File: config.mk
export PLATFORM = sky130hd
export DESIGN_NAME = heading_pid_navigator_flat
export DESIGN_NICKNAME = d
export VERILOG_FILES = /design/src/rtl/hpn_pkg.sv /design/src/rtl/hpn_pose_if.sv /design/src/rtl/hpn_result_if.sv /design/src/rtl/hpn_cfg_if.sv /design/src/rtl/hpn_datapath.sv /design/src/rtl/hpn_ctrl.sv /design/src/rtl/heading_pid_navigator.sv /design/src/flat_wrapper.sv
export SDC_FILE = /design/constraint.sdc
export NUM_CORES = 2
export LEC_CHECK = 0
export BUFFER_PORTS_ARGS = -buffer_cell sky130_fd_sc_hd__buf_2
export CORE_MARGIN = 10
export CORE_UTILIZATION = 35
export DETAILED_ROUTE_END_ITERATION = 10
export PLACE_DENSITY = 0.56
export RECOVER_POWER = 25
export SETUP_SLACK_MARGIN = 0.15
export SLEW_MARGIN = 10
export SYNTH_ARGS = -nofsm -noshare
export SYNTH_HDL_FRONTEND = slang
export SYNTH_SLANG_ARGS = --single-unit
File: constraint.sdc
create_clock -name clk -period 8.2 [get_ports clk]
set_input_delay 0.82 -clock clk [delete_from_list [all_inputs] [get_ports clk]]
set_output_delay 0.82 -clock clk [all_outputs]
set_load 0.01 [all_outputs]
File: src/rtl/hpn_pkg.sv
// Package: shared widths, register indexes, command struct and arctangent table.
package hpn_pkg;

	localparam int POS_W      = 16;
	localparam int YAW_W      = 15;
	localparam int RATE_W     = 32;
	localparam int ERR_W      = 16;
	localparam int GAIN_W     = 16;
	localparam int RAD_W      = 15;
	localparam int CFG_IDX_W  = 4;
	localparam int CFG_DATA_W = 16;
	localparam int ITER_W     = 4;   // arctangent table has 16 entries

	localparam int DIFF_W = POS_W + 1;   // goal minus robot
	localparam int CRD_W  = 27;          // CORDIC x/y, Q.8 differences with growth
	localparam int ANG_W  = 20;          // CORDIC angle, Q.16 radians
	localparam int E_W    = 18;          // heading error before wrap
	localparam int MA_W   = 33;          // multiplier operand a
	localparam int MB_W   = 17;          // multiplier operand b
	localparam int PROD_W = MA_W + MB_W;
	localparam int ACC_W  = PROD_W;

	localparam logic signed [ANG_W-1:0] PI_Q16     = ANG_W'(205887);
	localparam logic signed [E_W-1:0]   PI_Q12     = E_W'(12868);
	localparam logic signed [E_W-1:0]   TWO_PI_Q12 = E_W'(25736);

	localparam logic [CFG_IDX_W-1:0] REG_GAIN_PROP  = CFG_IDX_W'(0);
	localparam logic [CFG_IDX_W-1:0] REG_GAIN_INTEG = CFG_IDX_W'(1);
	localparam logic [CFG_IDX_W-1:0] REG_GAIN_DERIV = CFG_IDX_W'(2);
	localparam logic [CFG_IDX_W-1:0] REG_ARR_RADIUS = CFG_IDX_W'(3);

	typedef enum logic [2:0] {
		MS_DXX,
		MS_DYY,
		MS_RAD,
		MS_PROP,
		MS_INTEG,
		MS_DERIV
	} mul_sel_t;

	typedef enum logic [1:0] {
		ACC_HOLD,
		ACC_LOAD,
		ACC_ADD
	} acc_op_t;

	typedef struct packed {
		logic              load;
		mul_sel_t          mul_sel;
		acc_op_t           acc_op;
		logic              cmp_arrive;
		logic              cordic_step;
		logic [ITER_W-1:0] iter;
		logic              err_calc;
		logic              pid_update;
		logic              out_load;
	} hpn_cmd_t;

	// atan(2^-i) in Q.16 radians
	function automatic logic signed [ANG_W-1:0] atan_q16(input logic [ITER_W-1:0] i);
		logic signed [ANG_W-1:0] r;
		case (i)
			4'd0:    r = ANG_W'(51472);
			4'd1:    r = ANG_W'(30386);
			4'd2:    r = ANG_W'(16055);
			4'd3:    r = ANG_W'(8150);
			4'd4:    r = ANG_W'(4091);
			4'd5:    r = ANG_W'(2047);
			4'd6:    r = ANG_W'(1024);
			4'd7:    r = ANG_W'(512);
			4'd8:    r = ANG_W'(256);
			4'd9:    r = ANG_W'(128);
			4'd10:   r = ANG_W'(64);
			4'd11:   r = ANG_W'(32);
			4'd12:   r = ANG_W'(16);
			4'd13:   r = ANG_W'(8);
			4'd14:   r = ANG_W'(4);
			4'd15:   r = ANG_W'(2);
			default: r = '0;
		endcase
		return r;
	endfunction

endpackage

File: src/rtl/hpn_pose_if.sv
// Interface: pose channel (robot and goal pose words).
interface hpn_pose_if import hpn_pkg::*; ();
	logic                    valid;
	logic                    ready;
	logic signed [POS_W-1:0] robot_x;
	logic signed [POS_W-1:0] robot_y;
	logic signed [YAW_W-1:0] robot_yaw;
	logic signed [POS_W-1:0] goal_x;
	logic signed [POS_W-1:0] goal_y;
	logic signed [YAW_W-1:0] goal_yaw;

	modport source (output valid, robot_x, robot_y, robot_yaw, goal_x, goal_y, goal_yaw,
		input ready);
	modport sink (input valid, robot_x, robot_y, robot_yaw, goal_x, goal_y, goal_yaw,
		output ready);
endinterface

File: src/rtl/hpn_result_if.sv
// Interface: result channel (turn command words).
interface hpn_result_if import hpn_pkg::*; ();
	logic                     valid;
	logic                     ready;
	logic signed [RATE_W-1:0] turn_rate;
	logic signed [ERR_W-1:0]  heading_error;
	logic                     arrived;

	modport source (output valid, turn_rate, heading_error, arrived, input ready);
	modport sink (input valid, turn_rate, heading_error, arrived, output ready);
endinterface

File: src/rtl/hpn_cfg_if.sv
// Interface: configuration write channel.
interface hpn_cfg_if import hpn_pkg::*; ();
	logic                  valid;
	logic                  ready;
	logic [CFG_IDX_W-1:0]  index;
	logic [CFG_DATA_W-1:0] data;

	modport source (output valid, index, data, input ready);
	modport sink (input valid, index, data, output ready);
endinterface

File: src/rtl/hpn_datapath.sv
// Datapath: config registers, CORDIC unit, shared multiplier, accumulator, PID state.
module hpn_datapath import hpn_pkg::*; (
	input  logic                         clk,
	input  logic                         arst_n,
	input  hpn_cmd_t                     cmd,
	input  logic                         cfg_we,
	input  logic [CFG_IDX_W-1:0]         cfg_index,
	input  logic [CFG_DATA_W-1:0]        cfg_data,
	input  logic signed [POS_W-1:0]      robot_x,
	input  logic signed [POS_W-1:0]      robot_y,
	input  logic signed [YAW_W-1:0]      robot_yaw,
	input  logic signed [POS_W-1:0]      goal_x,
	input  logic signed [POS_W-1:0]      goal_y,
	input  logic signed [YAW_W-1:0]      goal_yaw,
	output logic signed [RATE_W-1:0]     turn_rate,
	output logic signed [ERR_W-1:0]      heading_error,
	output logic                         arrived
);

	localparam logic signed [33:0] S32_MAX = 34'sh0_7FFF_FFFF;
	localparam logic signed [33:0] S32_MIN = -34'sh0_8000_0000;
	localparam int SH_W = ACC_W + 1 - 8;

	// configuration
	logic [GAIN_W-1:0] gain_prop_q, gain_integ_q, gain_deriv_q;
	logic [RAD_W-1:0]  radius_q;

	// item operands
	logic signed [DIFF_W-1:0] dx_q, dy_q;
	logic signed [YAW_W-1:0]  ryaw_q, gyaw_q;
	logic                     zero_q;
	logic                     arrived_q;

	// CORDIC
	logic signed [CRD_W-1:0]  x_q, y_q;
	logic signed [ANG_W-1:0]  z_q;

	// PID
	logic signed [ERR_W-1:0]  e_q, prev_q;
	logic signed [ERR_W:0]    diff_q;
	logic signed [31:0]       integral_q;

	// multiplier / accumulator
	logic signed [MA_W-1:0]   mul_a;
	logic signed [MB_W-1:0]   mul_b;
	logic signed [PROD_W-1:0] prod_q;
	logic signed [ACC_W-1:0]  acc_q;

	// outputs
	logic signed [RATE_W-1:0] rate_q;
	logic signed [ERR_W-1:0]  err_out_q;
	logic                     arr_out_q;

	// load-time pre-rotation into the right half plane
	logic signed [DIFF_W-1:0] ld_dx, ld_dy;
	logic signed [CRD_W-1:0]  ld_x, ld_y;

	always_comb begin
		ld_dx = DIFF_W'(goal_x) - DIFF_W'(robot_x);
		ld_dy = DIFF_W'(goal_y) - DIFF_W'(robot_y);
		ld_x  = CRD_W'(ld_dx) <<< 8;
		ld_y  = CRD_W'(ld_dy) <<< 8;
	end

	// CORDIC step
	logic signed [CRD_W-1:0] xs, ys;
	logic signed [ANG_W-1:0] at;

	always_comb begin
		xs = x_q >>> cmd.iter;
		ys = y_q >>> cmd.iter;
		at = atan_q16(cmd.iter);
	end

	// heading error and wrap
	logic signed [ANG_W:0]  z_rnd;
	logic signed [E_W-1:0]  bearing, e_raw, e_wrap;

	always_comb begin
		z_rnd   = (ANG_W+1)'(z_q) + (ANG_W+1)'(8);
		bearing = zero_q ? '0 : E_W'(z_rnd >>> 4);
		e_raw   = (arrived_q ? E_W'(gyaw_q) : bearing) - E_W'(ryaw_q);
		if (e_raw > PI_Q12) begin
			e_wrap = e_raw - TWO_PI_Q12;
		end else if (e_raw < -PI_Q12) begin
			e_wrap = e_raw + TWO_PI_Q12;
		end else begin
			e_wrap = e_raw;
		end
	end

	// integral update
	logic signed [33:0] isum, isat;

	always_comb begin
		isum = 34'(integral_q) + 34'(e_q);
		if (isum > S32_MAX) begin
			isat = S32_MAX;
		end else if (isum < S32_MIN) begin
			isat = S32_MIN;
		end else begin
			isat = isum;
		end
	end

	// operand select for the shared multiplier
	always_comb begin
		case (cmd.mul_sel)
			MS_DXX: begin
				mul_a = MA_W'(dx_q);
				mul_b = MB_W'(dx_q);
			end
			MS_DYY: begin
				mul_a = MA_W'(dy_q);
				mul_b = MB_W'(dy_q);
			end
			MS_RAD: begin
				mul_a = MA_W'({1'b0, radius_q});
				mul_b = MB_W'({1'b0, radius_q});
			end
			MS_PROP: begin
				mul_a = MA_W'(e_q);
				mul_b = MB_W'({1'b0, gain_prop_q});
			end
			MS_INTEG: begin
				mul_a = MA_W'(integral_q);
				mul_b = MB_W'({1'b0, gain_integ_q});
			end
			MS_DERIV: begin
				mul_a = MA_W'(diff_q);
				mul_b = MB_W'({1'b0, gain_deriv_q});
			end
			default: begin
				mul_a = '0;
				mul_b = '0;
			end
		endcase
	end

	// round and saturate the PID sum
	logic signed [ACC_W:0]  acc_rnd;
	logic signed [SH_W-1:0] acc_sh;
	logic signed [RATE_W-1:0] rate_sat;

	always_comb begin
		acc_rnd = (ACC_W+1)'(acc_q) + (ACC_W+1)'(128);
		acc_sh  = SH_W'(acc_rnd >>> 8);
		if (acc_sh > SH_W'(S32_MAX)) begin
			rate_sat = RATE_W'(S32_MAX);
		end else if (acc_sh < SH_W'(S32_MIN)) begin
			rate_sat = RATE_W'(S32_MIN);
		end else begin
			rate_sat = RATE_W'(acc_sh);
		end
	end

	// config and PID state: reset values matter
	always_ff @(posedge clk or negedge arst_n) begin
		if (!arst_n) begin
			gain_prop_q  <= GAIN_W'(1459);
			gain_integ_q <= GAIN_W'(913);
			gain_deriv_q <= GAIN_W'(228);
			radius_q     <= RAD_W'(13);
			integral_q   <= '0;
			prev_q       <= '0;
		end else begin
			if (cfg_we) begin
				case (cfg_index)
					REG_GAIN_PROP:  gain_prop_q  <= cfg_data[GAIN_W-1:0];
					REG_GAIN_INTEG: gain_integ_q <= cfg_data[GAIN_W-1:0];
					REG_GAIN_DERIV: gain_deriv_q <= cfg_data[GAIN_W-1:0];
					REG_ARR_RADIUS: radius_q     <= cfg_data[RAD_W-1:0];
					default: ;
				endcase
			end
			if (cmd.pid_update) begin
				integral_q <= 32'(isat);
				prev_q     <= e_q;
			end
		end
	end

	// working registers
	always_ff @(posedge clk) begin
		prod_q <= mul_a * mul_b;

		case (cmd.acc_op)
			ACC_LOAD: acc_q <= prod_q;
			ACC_ADD:  acc_q <= acc_q + prod_q;
			default:  ;
		endcase

		if (cmd.load) begin
			dx_q   <= ld_dx;
			dy_q   <= ld_dy;
			ryaw_q <= robot_yaw;
			gyaw_q <= goal_yaw;
			zero_q <= (ld_dx == '0) && (ld_dy == '0);
			if (ld_dx < 0) begin
				x_q <= -ld_x;
				y_q <= -ld_y;
				z_q <= (ld_dy >= 0) ? PI_Q16 : -PI_Q16;
			end else begin
				x_q <= ld_x;
				y_q <= ld_y;
				z_q <= '0;
			end
		end else if (cmd.cordic_step) begin
			if (y_q >= 0) begin
				x_q <= x_q + ys;
				y_q <= y_q - xs;
				z_q <= z_q + at;
			end else begin
				x_q <= x_q - ys;
				y_q <= y_q + xs;
				z_q <= z_q - at;
			end
		end

		if (cmd.cmp_arrive) begin
			arrived_q <= acc_q < prod_q;
		end

		if (cmd.err_calc) begin
			e_q <= ERR_W'(e_wrap);
		end

		if (cmd.pid_update) begin
			diff_q <= (ERR_W+1)'(e_q) - (ERR_W+1)'(prev_q);
		end

		if (cmd.out_load) begin
			rate_q    <= rate_sat;
			err_out_q <= e_q;
			arr_out_q <= arrived_q;
		end
	end

	assign turn_rate     = rate_q;
	assign heading_error = err_out_q;
	assign arrived       = arr_out_q;

endmodule

File: src/rtl/hpn_ctrl.sv
// Controller: sequences distance test, CORDIC iterations and PID multiply-accumulate.
module hpn_ctrl import hpn_pkg::*; #(
	parameter int CORDIC_STEPS = 14
) (
	input  logic     clk,
	input  logic     arst_n,
	input  logic     in_valid,
	output logic     in_ready,
	output logic     out_valid,
	input  logic     out_ready,
	output hpn_cmd_t cmd
);

	localparam int CW = (CORDIC_STEPS > 1) ? $clog2(CORDIC_STEPS) : 1;

	typedef enum logic [3:0] {
		ST_IDLE,
		ST_SQX,
		ST_SQY,
		ST_RAD,
		ST_CMP,
		ST_CORD,
		ST_ERR,
		ST_INTEG,
		ST_M_I,
		ST_M_D,
		ST_M_END,
		ST_FIN
	} state_t;

	state_t          state_q;
	logic [CW-1:0]   cnt_q;
	logic            out_valid_q;
	logic            fin_go;

	assign fin_go    = (state_q == ST_FIN) && (!out_valid_q || out_ready);
	assign in_ready  = (state_q == ST_IDLE);
	assign out_valid = out_valid_q;

	always_comb begin
		cmd             = '0;
		cmd.mul_sel     = MS_DXX;
		cmd.acc_op      = ACC_HOLD;
		cmd.iter        = ITER_W'(cnt_q);
		case (state_q)
			ST_IDLE:  cmd.load = in_valid;
			ST_SQX:   cmd.mul_sel = MS_DXX;
			ST_SQY: begin
				cmd.mul_sel = MS_DYY;
				cmd.acc_op  = ACC_LOAD;
			end
			ST_RAD: begin
				cmd.mul_sel = MS_RAD;
				cmd.acc_op  = ACC_ADD;
			end
			ST_CMP:   cmd.cmp_arrive = 1'b1;
			ST_CORD:  cmd.cordic_step = 1'b1;
			ST_ERR:   cmd.err_calc = 1'b1;
			ST_INTEG: begin
				cmd.pid_update = 1'b1;
				cmd.mul_sel    = MS_PROP;
			end
			ST_M_I: begin
				cmd.mul_sel = MS_INTEG;
				cmd.acc_op  = ACC_LOAD;
			end
			ST_M_D: begin
				cmd.mul_sel = MS_DERIV;
				cmd.acc_op  = ACC_ADD;
			end
			ST_M_END: cmd.acc_op = ACC_ADD;
			ST_FIN:   cmd.out_load = fin_go;
			default:  ;
		endcase
	end

	always_ff @(posedge clk or negedge arst_n) begin
		if (!arst_n) begin
			state_q     <= ST_IDLE;
			cnt_q       <= '0;
			out_valid_q <= 1'b0;
		end else begin
			if (fin_go) begin
				out_valid_q <= 1'b1;
			end else if (out_ready) begin
				out_valid_q <= 1'b0;
			end

			case (state_q)
				ST_IDLE: if (in_valid) begin
					state_q <= ST_SQX;
				end
				ST_SQX: state_q <= ST_SQY;
				ST_SQY: state_q <= ST_RAD;
				ST_RAD: state_q <= ST_CMP;
				ST_CMP: begin
					cnt_q   <= '0;
					state_q <= ST_CORD;
				end
				ST_CORD: begin
					if (cnt_q == CW'(CORDIC_STEPS - 1)) begin
						state_q <= ST_ERR;
					end
					cnt_q <= cnt_q + 1'b1;
				end
				ST_ERR:   state_q <= ST_INTEG;
				ST_INTEG: state_q <= ST_M_I;
				ST_M_I:   state_q <= ST_M_D;
				ST_M_D:   state_q <= ST_M_END;
				ST_M_END: state_q <= ST_FIN;
				ST_FIN: if (fin_go) begin
					state_q <= ST_IDLE;
				end
				default: state_q <= ST_IDLE;
			endcase
		end
	end

endmodule

File: src/rtl/heading_pid_navigator.sv
// Top level: heading PID controller with CORDIC bearing, controller and datapath.
//
// Usage notes
//  - pose:   one word per control tick (robot x/y/yaw, goal x/y/yaw), valid/ready.
//  - result: one word per pose word (turn_rate, heading_error, arrived), valid/ready.
//  - cfg:    register writes (0 gain_prop, 1 gain_integ, 2 gain_deriv,
//            3 arrival_radius); always ready, unknown indexes ignored.
//            Write only while the block is idle.
//  - Sequence: once a pose word is accepted, the block squares dx, dy and the
//    radius, tests for arrival, runs the CORDIC micro-rotations, forms the
//    heading error, updates the PID state, sums the three PID products and
//    loads the result register. One item at a time: a new pose word is
//    taken only after the last one is loaded for output. The CORDIC unit does one
//    micro-rotation per cycle; the shared multiplier is used six times per item.
//  - Reset (arst_n low): gains and radius return to their defaults, the
//    integral and previous error clear, no result is pending.
//  - Stall: a finished word sits in the output register. The next pose word
//    may be taken and worked on meanwhile; it waits in its last step if the
//    earlier word is still not taken.
//
module heading_pid_navigator import hpn_pkg::*; #(
	parameter int CORDIC_STEPS = 14
) (
	input  logic          clk,
	input  logic          arst_n,
	hpn_pose_if.sink      pose,
	hpn_result_if.source  result,
	hpn_cfg_if.sink       cfg
);

	hpn_cmd_t cmd;

	// configuration never back-pressures
	assign cfg.ready = 1'b1;

	hpn_ctrl #(
		.CORDIC_STEPS(CORDIC_STEPS)
	) u_ctrl (
		.clk       (clk),
		.arst_n    (arst_n),
		.in_valid  (pose.valid),
		.in_ready  (pose.ready),
		.out_valid (result.valid),
		.out_ready (result.ready),
		.cmd       (cmd)
	);

	hpn_datapath u_dp (
		.clk           (clk),
		.arst_n        (arst_n),
		.cmd           (cmd),
		.cfg_we        (cfg.valid),
		.cfg_index     (cfg.index),
		.cfg_data      (cfg.data),
		.robot_x       (pose.robot_x),
		.robot_y       (pose.robot_y),
		.robot_yaw     (pose.robot_yaw),
		.goal_x        (pose.goal_x),
		.goal_y        (pose.goal_y),
		.goal_yaw      (pose.goal_yaw),
		.turn_rate     (result.turn_rate),
		.heading_error (result.heading_error),
		.arrived       (result.arrived)
	);

endmodule
File: src/flat_wrapper.sv
// flat-port wrapper written by rule: the top's interface ports become plain ports
module heading_pid_navigator_flat import hpn_pkg::*;
#(
	parameter int CORDIC_STEPS = 14
)
  (clk, arst_n, pose_valid, pose_robot_x, pose_robot_y, pose_robot_yaw, pose_goal_x, pose_goal_y, pose_goal_yaw, pose_ready, result_valid, result_turn_rate, result_heading_error, result_arrived, result_ready, cfg_valid, cfg_index, cfg_data, cfg_ready);
  hpn_pose_if pose_i ();
  hpn_result_if result_i ();
  hpn_cfg_if cfg_i ();
  input  logic clk;
  input  logic arst_n;
  input wire logic [$bits(pose_i.valid)-1:0] pose_valid;
  input wire logic [$bits(pose_i.robot_x)-1:0] pose_robot_x;
  input wire logic [$bits(pose_i.robot_y)-1:0] pose_robot_y;
  input wire logic [$bits(pose_i.robot_yaw)-1:0] pose_robot_yaw;
  input wire logic [$bits(pose_i.goal_x)-1:0] pose_goal_x;
  input wire logic [$bits(pose_i.goal_y)-1:0] pose_goal_y;
  input wire logic [$bits(pose_i.goal_yaw)-1:0] pose_goal_yaw;
  output wire logic [$bits(pose_i.ready)-1:0] pose_ready;
  output wire logic [$bits(result_i.valid)-1:0] result_valid;
  output wire logic [$bits(result_i.turn_rate)-1:0] result_turn_rate;
  output wire logic [$bits(result_i.heading_error)-1:0] result_heading_error;
  output wire logic [$bits(result_i.arrived)-1:0] result_arrived;
  input wire logic [$bits(result_i.ready)-1:0] result_ready;
  input wire logic [$bits(cfg_i.valid)-1:0] cfg_valid;
  input wire logic [$bits(cfg_i.index)-1:0] cfg_index;
  input wire logic [$bits(cfg_i.data)-1:0] cfg_data;
  output wire logic [$bits(cfg_i.ready)-1:0] cfg_ready;
  assign pose_i.valid = pose_valid;
  assign pose_i.robot_x = pose_robot_x;
  assign pose_i.robot_y = pose_robot_y;
  assign pose_i.robot_yaw = pose_robot_yaw;
  assign pose_i.goal_x = pose_goal_x;
  assign pose_i.goal_y = pose_goal_y;
  assign pose_i.goal_yaw = pose_goal_yaw;
  assign pose_ready = pose_i.ready;
  assign result_valid = result_i.valid;
  assign result_turn_rate = result_i.turn_rate;
  assign result_heading_error = result_i.heading_error;
  assign result_arrived = result_i.arrived;
  assign result_i.ready = result_ready;
  assign cfg_i.valid = cfg_valid;
  assign cfg_i.index = cfg_index;
  assign cfg_i.data = cfg_data;
  assign cfg_ready = cfg_i.ready;
  heading_pid_navigator #(.CORDIC_STEPS(CORDIC_STEPS)) u_core (.clk(clk), .arst_n(arst_n), .pose(pose_i), .result(result_i), .cfg(cfg_i));
endmodule
==> impl_results.md <==
- Outcome: finished with violations
- Failing checks: max-capacitance violations, max-slew violations
- All-layer global routing usage: 18.3%
- Pre-CTS setup slack: -0.415 ns
- Post-route cell area: 60500 um^2
- Starting Density: 35.2%
- Drt pass-1 iters: 8
- CP required: 8.75 ns
- CTS tree: yes
- Critical path arrival: 8.47 ns
- Area leader, netlist: fa_1
- Via count: 43.2k
- Type of the most critical hold path: in -> reg
- DP HPWL: 129000 um
- CP Max Fanout: 8
- Die Height: 411 um
- Layout area overhead: 13.2%
- Most used cell, CP: fa_1
- Crit-path slowest cell: fa_1
- Unrepaired setup endpoints after global routing: false
- CTS Buffer Depth: 3
- Fin crit period: 7.92 ns
- Die area: 169000 um^2
- FFs w/ async S/R, synth: 27.1%
- Reg clk slew, reported paths: 0.07 ns
- Final core utilization: 39.8%
- Slew @ Worst Pin: 3.81 ns
- IO Pins: 171
- Final Hold Fails: 0
- Worst Hold End: u_core.u_dp.ryaw_q[9]
- Vias in the first global route: 43.4k
- Antenna Violating Nets Remaining: 0
- Worst reg2reg setup slack: 0.28 ns
- Yosys warns: 0
- R2R cell count: 28
- First-pass GRT wire length: 248000 um
- Area post-placement: 57600 um^2
- Mapped Area: 53500 um^2
- FF+latch count, synth: 442
- Crit-path max cell delay: 0.59 ns
- H-tree Lvls: 2
- Port bufs: 169
- Clock skew: 0.0307 ns
- Largest net degree at the start of global routing: 80
- Peak Freq: 126 MHz
- Total CTS buffers: 53
- WL per Instance: 19.2 um
- Hold path depth: 1
- Rel. slew slack: -154%
- Mean Syn Cell Area: 9.07 um^2
- Worst r2r dst: u_core.u_dp.prod_q[48]
- Global route overflow: 0
- Ranking of synthesized cells by area: fa_1 20%, edfxtp_1 15%, ha_1 9.4%
- Final setup margin: 0.276 ns
- Hold path start: pose_robot_yaw[9]
- DR DRC count: 0
- CTS root buffer: clkbuf_16
- Sequential fraction of the synthesis area: 22.8%
- # rows: 143
- Critical path class: reg -> reg
- Final setup TNS: 0 ns
- EDFF count, synth: 272
- Clock sink total: 442
- Clock Latency Late Sink: 0.68 ns
- Tcrit/Tclk final: 96.6%
- Nets@finish: 7219
- Max cap viols: 2
- Yosys cell types: 99
- Initial antenna violation count: 10
- Synth Flop Type: edfxtp_1
- Wirelength, routed: 158000 um
- Max Slew Vio Count: 123
- Initial DRC count: 2993
- GP Congestion: 0.923
- Core area: 152000 um^2
- Vias per inst: 5.24
- Share of cells above drive strength 1: 13.1%
- Worst setup SP type: flop
- Setup-failing EPs final: 0
- Worst Setup End Kind: flop
- Die Wd: 411 um
- Mapped Cells: 5899
- Share of the synthesized area in the top cell type: 20.0%
- FF-to-FF Start: u_core.u_ctrl.state_q[2]
==> sequential cells by signal, indices dropped and copies added, names as in the netlist, 20 cells and up <==
register / flops
u_core.u_dp.prod_q: 50
u_core.u_dp.acc_q: 50
u_core.u_dp.z_q: 20
u_core.u_dp.x_q: 27
u_core.u_dp.turn_rate: 32
u_core.u_dp.y_q: 27
u_core.u_dp.integral_q: 32
==> per-layer routing <==
layer | track usage [%] | share of wire, % | vias up
li1 | - | - | 20600
met1 | 24.1 | 44 | 21300
met2 | 30.7 | 47 | 1094
met3 | 3.03 | 5.6 | 211
met4 | 5.71 | 3.4 | 12
met5 | 0 | 0.057 | -
==> logic make-up after synthesis <==
| group | after synthesis | synth area share [%] |
|---|---|---|
| xor+xnor | 365 | 5.98 |
| flops | 442 | 22.8 |
| compound gates | 1164 | 14.0 |
| other cells | 2 | 0.0140 |
| fa+ha+maj | 965 | 30.0 |
| buf+inv | 1020 | 7.28 |
| simple gates | 1756 | 14.7 |
| mux | 185 | 5.20 |
==> what timing repair did <==
item / in CTS / in global routing
pin swaps: 14 / 51
setup buffers: 12 / 49
hold buffers: 0 / 0
resized for setup: 22 / 135
cloned: 0 / 5
setup endpoints to repair: 12 / 17
==> placed cells by master (no fill, tap or decap), types with 31 or more instances in the layout <==
| master | instances |
|---|---|
| edfxtp_1 | 272 |
| xor2_1 | 127 |
| nand3_1 | 106 |
| xnor2_1 | 238 |
| clkbuf_16 | 61 |
| a31oi_1 | 47 |
| o21a_1 | 44 |
| ha_1 | 391 |
| nand2_1 | 567 |
| o21ai_0 | 286 |
| nand4_1 | 41 |
| o21bai_1 | 47 |
| nor2b_1 | 40 |
| a21oi_1 | 285 |
| mux4_2 | 60 |
| nor3_1 | 82 |
| buf_4 | 201 |
| dfrtp_1 | 98 |
| a222oi_1 | 31 |
| nor2_1 | 618 |
| buf_2 | 167 |
| a21o_1 | 100 |
| fa_1 | 530 |
| dfxtp_1 | 50 |
| or3_1 | 35 |
| nand2b_1 | 51 |
| mux2_2 | 84 |
| inv_1 | 785 |
| a211oi_1 | 32 |
| mux2i_1 | 35 |
==> stage by stage <==
step	hold slack [ns]	std cells
after global routing	0.294	8239
after detailed placement	0.494	8072
after global placement	0.471	8072
after CTS	0.167	8184
after floorplan	0.424	5913
final	0.318	8241
==> area by class of cell <==
type	instances	area [um^2]
diodes	3	7.51
repair buffers	423	2970
flip-flops and latches	442	12200
fillers	15100	91400
clock buffers	68	1530
multi-input cells	4451	38000
clock inverters	32	350
well taps	2030	2540
repair inverters	1	5.00
inverters	791	2980
==> worst max-delay path: cells and delay by family, from the launching register on <==
family | cells | cell delay, ns
fa+ha+maj | 7 | 3.45
compound gates | 7 | 2.14
simple gates | 6 | 0.91
buf+inv | 7 | 0.74
flops | 1 | 0.42
mux | 1 | 0.11
==> synthesized netlist by cell type, types with 20 or more instances <==
library cell  instances
inv_1               788
nor2_1              625
nand2_1             578
fa_1                535
ha_1                402
a21oi_1             293
o21ai_0             289
edfxtp_1            272
xnor2_1             238
clkbuf_1            186
xor2_1              127
nand3_1             109
a21o_1              104
dfrtp_1             101
nor3_1               88
mux2_2               84
mux4_2               60
nand2b_1             53
dfxtp_1              50
a31oi_1              48
o21bai_1             48
o21a_1               44
and2_1               43
nand4_1              41
nor2b_1              40
or3_1                36
mux2i_1              35
a211oi_1             33
and3_1               32
a222oi_1             31
o31ai_1              31
maj3_1               28
o211ai_1             27
buf_1                23
nor4_1               21
and4_1               20
==> how the worst max path moves through the flow <==
stage	startpoint	endpoint	slack, ns	depth (start not counted)
floorplan	u_core.u_ctrl.state_q[2]	u_core.u_dp.prod_q[48]	0.15	30
global placement	u_core.u_ctrl.state_q[3]	u_core.u_dp.prod_q[49]	-0.36	29
detailed placement	u_core.u_ctrl.state_q[2]	u_core.u_dp.prod_q[49]	-0.41	29
CTS	u_core.u_ctrl.state_q[1]	u_core.u_dp.prod_q[48]	0.15	27
global route	u_core.u_ctrl.state_q[1]	u_core.u_dp.prod_q[48]	0.08	31
finish	u_core.u_ctrl.state_q[2]	u_core.u_dp.prod_q[48]	0.28	28
Power is not shown: default switching activity piles up to over one toggle a cycle in this logic, so the estimate is an artifact.
